## src/hdl/sspool_pkg.sv

```systemverilog
`timescale 1ns / 1ps
package sspool_pkg;

  localparam int SLOTS      = 8;
  localparam int COUNT_BITS = 16;
  localparam int SLOT_W     = $clog2(SLOTS);
  localparam int FCNT_W     = $clog2(SLOTS + 1);

  typedef enum logic [1:0] {
    KIND_ACQUIRE = 2'd0,
    KIND_RELEASE = 2'd1,
    KIND_INSTALL = 2'd2
  } kind_e;

  typedef enum logic [2:0] {
    ST_OK         = 3'd0,
    ST_EXHAUSTED  = 3'd1,
    ST_BAD_INDEX  = 3'd2,
    ST_NO_READERS = 3'd3,
    ST_OVERFLOW   = 3'd4
  } status_e;

  typedef struct packed {
    logic [1:0]  kind;
    logic [3:0]  slot_id;
    logic [31:0] snapshot_handle;
  } req_t;

  typedef struct packed {
    logic [2:0]  status;
    logic [2:0]  granted_slot;
    logic [31:0] granted_handle;
    logic        freed_valid;
    logic [2:0]  freed_slot;
  } res_t;

endpackage

```

## src/hdl/sspool_core.sv

```systemverilog
`timescale 1ns / 1ps
module sspool_core (
  input  logic               clk_i,
  input  logic               rst_ni,
  input  logic               item_vld_i,
  input  sspool_pkg::req_t   req_i,
  input  logic               cfg_we_i,
  input  logic [31:0]        cfg_data_i,
  output sspool_pkg::res_t   res_o
);
  import sspool_pkg::*;

  localparam logic [COUNT_BITS-1:0] CNT_MAX = '1;
  localparam logic [COUNT_BITS-1:0] CNT_ONE = COUNT_BITS'(1);

  logic [SLOT_W-1:0]     cur_q, cur_d;
  logic [COUNT_BITS-1:0] cnt_q [SLOTS];
  logic [COUNT_BITS-1:0] cnt_d [SLOTS];
  logic [31:0]           hnd_q [SLOTS];
  logic [31:0]           hnd_d [SLOTS];
  logic                  occ_q [SLOTS];
  logic                  occ_d [SLOTS];
  logic [SLOT_W-1:0]     stk_q [SLOTS];
  logic [SLOT_W-1:0]     stk_d [SLOTS];
  logic [FCNT_W-1:0]     fc_q, fc_d;
  logic                  started_q, started_d;

  logic [SLOT_W-1:0]     sid;
  logic                  sid_bad;
  logic [SLOT_W-1:0]     rd_idx;
  logic [COUNT_BITS-1:0] rd_cnt;
  logic                  rd_occ;
  logic [FCNT_W-1:0]     fc_dec;
  logic [SLOT_W-1:0]     top_idx;
  logic [SLOT_W-1:0]     push_idx;
  logic [SLOT_W-1:0]     ns;

  always_comb begin
    sid      = SLOT_W'(req_i.slot_id);
    sid_bad  = int'(req_i.slot_id) >= SLOTS;
    // Release looks at the named slot; acquire and install at the current one.
    rd_idx   = (req_i.kind == KIND_RELEASE) ? sid : cur_q;
    rd_cnt   = cnt_q[rd_idx];
    rd_occ   = occ_q[rd_idx];
    fc_dec   = fc_q - FCNT_W'(1);
    top_idx  = SLOT_W'(fc_dec);
    push_idx = SLOT_W'(fc_q);
    ns       = stk_q[top_idx];

    cur_d     = cur_q;
    cnt_d     = cnt_q;
    hnd_d     = hnd_q;
    occ_d     = occ_q;
    stk_d     = stk_q;
    fc_d      = fc_q;
    started_d = started_q;
    res_o     = '0;

    if (cfg_we_i && !started_q) begin
      hnd_d[0] = cfg_data_i;
    end

    if (item_vld_i) begin
      started_d = 1'b1;
      case (req_i.kind)
        KIND_ACQUIRE: begin
          res_o.granted_slot   = 3'(cur_q);
          res_o.granted_handle = hnd_q[cur_q];
          if (rd_cnt == CNT_MAX) begin
            res_o.status = ST_OVERFLOW;
          end else begin
            cnt_d[cur_q] = rd_cnt + CNT_ONE;
          end
        end
        KIND_RELEASE: begin
          if (sid_bad) begin
            res_o.status = ST_BAD_INDEX;
          end else if (rd_cnt == '0) begin
            res_o.status = ST_NO_READERS;
          end else begin
            cnt_d[sid] = rd_cnt - CNT_ONE;
            if (rd_cnt == CNT_ONE && sid != cur_q && rd_occ) begin
              hnd_d[sid] = '0;
              occ_d[sid] = 1'b0;
              // The slot is cleared even when the stack has no room for it.
              if (int'(fc_q) < SLOTS) begin
                stk_d[push_idx]   = sid;
                fc_d              = fc_q + FCNT_W'(1);
                res_o.freed_valid = 1'b1;
                res_o.freed_slot  = 3'(sid);
              end
            end
          end
        end
        KIND_INSTALL: begin
          if (fc_q == '0) begin
            res_o.status = ST_EXHAUSTED;
          end else begin
            fc_d                 = fc_dec;
            hnd_d[ns]            = req_i.snapshot_handle;
            occ_d[ns]            = 1'b1;
            cnt_d[ns]            = '0;
            cur_d                = ns;
            res_o.granted_slot   = 3'(ns);
            res_o.granted_handle = req_i.snapshot_handle;
            // The old slot goes back into the place just popped, so the
            // fill count is left as it was.
            if (rd_cnt == '0 && cur_q != ns && rd_occ) begin
              hnd_d[cur_q]      = '0;
              occ_d[cur_q]      = 1'b0;
              stk_d[top_idx]    = cur_q;
              fc_d              = fc_q;
              res_o.freed_valid = 1'b1;
              res_o.freed_slot  = 3'(cur_q);
            end
          end
        end
        default: begin
        end
      endcase
    end
  end

  always_ff @(posedge clk_i or negedge rst_ni) begin
    if (!rst_ni) begin
      cur_q     <= '0;
      fc_q      <= FCNT_W'(SLOTS - 1);
      started_q <= 1'b0;
      for (int i = 0; i < SLOTS; i++) begin
        cnt_q[i] <= '0;
        hnd_q[i] <= '0;
        occ_q[i] <= (i == 0);
        stk_q[i] <= SLOT_W'(i + 1);
      end
    end else begin
      cur_q     <= cur_d;
      fc_q      <= fc_d;
      started_q <= started_d;
      cnt_q     <= cnt_d;
      hnd_q     <= hnd_d;
      occ_q     <= occ_d;
      stk_q     <= stk_d;
    end
  end

endmodule

```

## src/hdl/snapshot_slot_refcount_pool_unit.sv

```systemverilog
`timescale 1ns / 1ps
// A start beat goes into the input registers; its result is registered onto done_o.
// Throughput: one item per cycle; the slot tables are small register files
// read and written between the input and result registers.
// busy is never asserted and the receiver cannot stall the results.
// Reset: slot zero is current and occupied, slots one upwards sit on the free stack.
module snapshot_slot_refcount_pool_unit (
  input  logic             clk_i,
  input  logic             rst_ni,
  input  logic             start,
  output logic             busy,
  input  sspool_pkg::req_t req_i,
  output logic             done_o,
  output sspool_pkg::res_t res_o,
  input  logic             cfg_valid_i,
  output logic             cfg_ready_o,
  input  logic [31:0]      cfg_data_i
);
  import sspool_pkg::*;

  req_t req_q;
  logic vld_q;
  res_t res_q;
  res_t res_d;
  logic done_q;

  assign busy        = 1'b0;
  assign cfg_ready_o = 1'b1;

  always_ff @(posedge clk_i or negedge rst_ni) begin
    if (!rst_ni) begin
      vld_q  <= 1'b0;
      done_q <= 1'b0;
    end else begin
      vld_q  <= start && !busy;
      done_q <= vld_q;
    end
  end

  always_ff @(posedge clk_i) begin
    if (start && !busy) begin
      req_q <= req_i;
    end
    res_q <= res_d;
  end

  sspool_core u_core (
    .clk_i      (clk_i),
    .rst_ni     (rst_ni),
    .item_vld_i (vld_q),
    .req_i      (req_q),
    .cfg_we_i   (cfg_valid_i && cfg_ready_o),
    .cfg_data_i (cfg_data_i),
    .res_o      (res_d)
  );

  assign done_o = done_q;
  assign res_o  = res_q;

endmodule

```

## config.mk

```make
export PLATFORM = sky130hd
export DESIGN_NAME = snapshot_slot_refcount_pool_unit
export DESIGN_NICKNAME = d
export VERILOG_FILES = /design/src/hdl/sspool_pkg.sv /design/src/hdl/sspool_core.sv /design/src/hdl/snapshot_slot_refcount_pool_unit.sv
export SDC_FILE = /design/constraint.sdc
export NUM_CORES = 1
export LEC_CHECK = 0
export BUFFER_PORTS_ARGS = -buffer_cell sky130_fd_sc_hd__buf_2
export CORE_ASPECT_RATIO = 1.1
export CORE_MARGIN = 5
export CORE_UTILIZATION = 60
export CTS_BUF_LIST = sky130_fd_sc_hd__clkbuf_16
export DETAILED_ROUTE_END_ITERATION = 7
export PLACE_DENSITY = 0.75
export SLEW_MARGIN = 15
export SYNTH_ARGS = -nofsm -noshare
export SYNTH_HDL_FRONTEND = slang
export SYNTH_SLANG_ARGS = --single-unit
```

## constraint.sdc

```tcl
create_clock -name clk_i -period 4.8 [get_ports clk_i]
set_clock_uncertainty 0.15 [all_clocks]
set_input_delay 0.96 -clock clk_i [delete_from_list [all_inputs] [get_ports clk_i]]
set_output_delay 0.96 -clock clk_i [all_outputs]
set_load 0.02 [all_outputs]
```

==> impl_metrics.json <==
{
  "synthCells": 2692,
  "finalMaxSlewViolations": 0,
  "yosys_warnings": 0,
  "htree_num_levels": 2,
  "yosys_most_used_dff": "dfrtp_1",
  "initial_utilization_pct": 60.6,
  "status": "finished, final reports clean",
  "cts_num_sinks": 506,
  "routed_wl_mm": 104,
  "dp_hpwl_mm": 67.1,
  "pin_count": 119,
  "drt_iter0_drc": 3675,
  "cpMaxStageDelayCell": "dfstp_2",
  "grt_pass1_vias": 25200,
  "ys_ff_latch": 506,
  "stdcell_area_sq_um": 30500,
  "hold_slack_ps": 218,
  "p_leak_nw": 12.4,
  "drt_first_pass_iters": 6,
  "tightest_slew_ps": 1270,
  "placementRows": 81,
  "p_per_area_nw_per_um2": 617,
  "ys_seq_area_share_pct": 47.1,
  "cp_max_fo": 9,
  "die_h_microns": 232,
  "grt_usage_pct": 41.1,
  "crit_chain": "inv_1 > ha_1 > nor2b_1 > and3_1 > nor4_1 > nand2_1 > nor3_2 > o21ai_1 > and2_1 > or3_1 > a22o_1",
  "syn2layout_area_growth_pct": 13.4,
  "yosysUniqueCellTypes": 109,
  "grt_max_degree": 114,
  "grt_pass1_wl_mm": 155,
  "coreArea_sq_um": 44400,
  "cts_root_buffer": "clkbuf_16",
  "synth_area_sq_um": 26900,
  "finalPower_w": 0.0188,
  "cts_tree": "yes",
  "setup_viol": 0,
  "cts_buffers": 52,
  "drcViolationCount": 0,
  "ctsLongestPathBuffers": 3,
  "hold_viol": 0,
  "start_kind": "flop",
  "irDropWorstVdd_mv": 0.349,
  "synth_fp_nets": 2775,
  "rsz0062_at_grt": "no",
  "worstHoldPathType": "input port to async pin",
  "relSlewSlack_pct": 14.9,
  "path_class": "flop to flop",
  "dieArea_sq_um": 49100,
  "nets": 2901,
  "avgSynthCellArea_sq_um": 9.99,
  "insertion_delay_ps": 630,
  "ant_nets": 0,
  "worstPathArrival_ps": 5010,
  "dpl-instance-area_sq_um": 28600,
  "antenna_found_initial": 0,
  "die_w_microns": 212,
  "grt_overflow": 0,
  "min_period_ps": 4650,
  "clkTransAtPathRegs_ps": 80,
  "cp_data_required_time_ps": 5170,
  "vias": 25500,
  "drv_cap": 0,
  "gp_congestion": 1.06,
  "async_flop_share_pct": 84.2,
  "n_antenna_cell": 0,
  "port_buffers": 116,
  "via_per_inst": 7.41,
  "wl_per_cell_microns": 30.2,
  "max_stage_delay_ps": 590,
  "fmax_mhz": 215,
  "endpoint_kind": "flop",
  "drive_gt1_share_pct": 18.1,
  "fin_crit_sh_pct": 96.8,
  "synth_edf_count": 38
}
[critical path: cells and delay by family, from the launching register on]
kind,cells,cell delay (ps)
AND/OR/NAND/NOR,7,2630
AO/OA/AOI/OAI,2,650
buffers and inverters,1,90
adder cells (fa/ha/maj),1,440
flip-flops,1,590
[area by class of cell]
cell class              instances  area (sq um)
flip-flops and latches        506         12700
clock inverters                45           367
multi-input cells            1926         13100
well taps                     581           727
fillers                      3450         13900
repair buffers                295          2150
inverters                      37           139
clock buffers                  52          1300
[routing by layer]
metal	part of all wire (%)	GRT usage, %
met5	0	0
met1	37	52.8
met3	9.9	8.03
met2	45	63.3
met4	7.7	27.2
[final timing paths]
path / from / to / slack [ps] / depth (start not counted)
max in group asynchronous: rst_ni / u_core.hnd_q[2] / 3160 / 2
max reg2reg: u_core.fc_q[1] / u_core.cnt_q[30] / 150 / 11
min: rst_ni / u_core.cnt_q[111] / 220 / 1
min reg2reg: u_core.cnt_q[41] / u_core.cnt_q[41] / 340 / 1
min in group clk_i: u_core.cnt_q[41] / u_core.cnt_q[41] / 340 / 1
max: u_core.fc_q[1] / u_core.cnt_q[30] / 150 / 11
[through the flow]
| step | instances | setup slack (ps) | TNS [ps] | utilization, % |
|---|---|---|---|---|
| floorplan | 2692 | 473 | 0 | - |
| global placement | 3330 | -81.7 | -940 | 64.5 |
| detailed placement | 3330 | -126 | -1520 | 64.5 |
| CTS | 3428 | 43.8 | 0 | 68.3 |
| global route | 3442 | 76.1 | 0 | 68.7 |
| finish | 3442 | 153 | 0 | 68.7 |
[synthesized netlist by cell type, types with 9 or more instances]
cell       instances  share of area (%)
dfrtp_1          410                 38
nand2_1          259                3.6
o2bb2ai_1        254                8.3
nor2_1           209                2.9
a21oi_1          181                3.4
a22oi_1          155                4.3
clkbuf_1         116                1.6
o21ai_0           89                1.7
buf_2             69                1.3
o22ai_1           69                1.6
o22a_1            55                1.8
mux2i_1           53                2.0
nand3_1           52               0.97
a22o_1            51                1.7
dfxtp_1           42                3.1
a221oi_1          39                1.3
edfxtp_1          38                4.2
nor3_1            35               0.65
inv_1             33               0.46
xnor2_1           27               0.88
nand2b_1          24               0.56
mux2_2            20               0.84
nand4_1           20               0.47
a2bb2oi_1         19               0.62
buf_6             19               0.80
nor2b_1           18               0.42
a211oi_1          16               0.45
dfstp_2           16                1.6
a221o_1           15               0.56
and3_1            13               0.30
or3_1             13               0.30
buf_4             12               0.34
o21ai_1           12               0.22
o211ai_1          11               0.31
and2_1            10               0.23
o221ai_1          10               0.33
o2bb2ai_2         10               0.56
xor2_1            10               0.33
ha_1               9               0.42
[report_power, final]
part	total (W)	leakage [nW]	internal [W]	switching (W)
clock	0.00404	0.842	0.00221	0.00183
combinational	0.00895	5.15	0.00300	0.00595
sequential	0.00582	6.36	0.00506	0.000762
total	0.0188	12.4	0.0103	0.00855
[timing repair]
action	in CTS	in global routing
hold buffers	0	0
resized for setup	3	8
setup buffers	0	14
pin swaps	0	3
endpoints found under the hold margin	0	0
setup endpoints to repair	21	309
cloned	1	0
[cell usage in the layout, fill, tap and decap left out, types with 19 or more instances in the layout]
master / synthesis / routed
a21oi_1: 181 / 181
a221oi_1: 39 / 39
a22o_1: 51 / 51
a22oi_1: 155 / 155
a2bb2oi_1: 19 / 19
buf_2: 69 / 115
buf_4: 12 / 160
clkbuf_16: 0 / 52
dfrtp_1: 410 / 409
dfxtp_1: 42 / 42
edfxtp_1: 38 / 38
inv_1: 33 / 40
mux2_2: 20 / 20
mux2i_1: 53 / 52
nand2_1: 259 / 259
nand2b_1: 24 / 23
nand3_1: 52 / 52
nand4_1: 20 / 20
nor2_1: 209 / 204
nor3_1: 35 / 32
o21ai_0: 89 / 88
o22a_1: 55 / 55
o22ai_1: 69 / 68
o2bb2ai_1: 254 / 254
xnor2_1: 27 / 27
[cells by family (layout without fill, tap and decap cells)]
| logic type | count (synthesis) | after routing | synth area share (%) |
|---|---|---|---|
| DFF | 506 | 506 | 47.1 |
| AOI/OAI and AO/OA | 1084 | 1084 | 30.6 |
| and+or+nand+nor | 707 | 708 | 12.4 |
| xor gates and xnor gates | 39 | 39 | 1.33 |
| adders and majority gates | 9 | 9 | 0.419 |
| muxes | 84 | 84 | 3.51 |
| other | 2 | 2 | 0.0279 |
| buffers and inverters | 261 | 429 | 4.66 |
[sequential cells by signal, summed over array words and instances, names as in the netlist]
signal	cells
u_core.fc_q	4
u_core.hnd_q	256
req_q	38
u_core.started_q	1
u_core.cur_q	3
done_o	1
u_core.stk_q	24
vld_q	1
u_core.occ_q	8
u_core.cnt_q	128
res_o	42
Power figures use the tool's default switching activity.
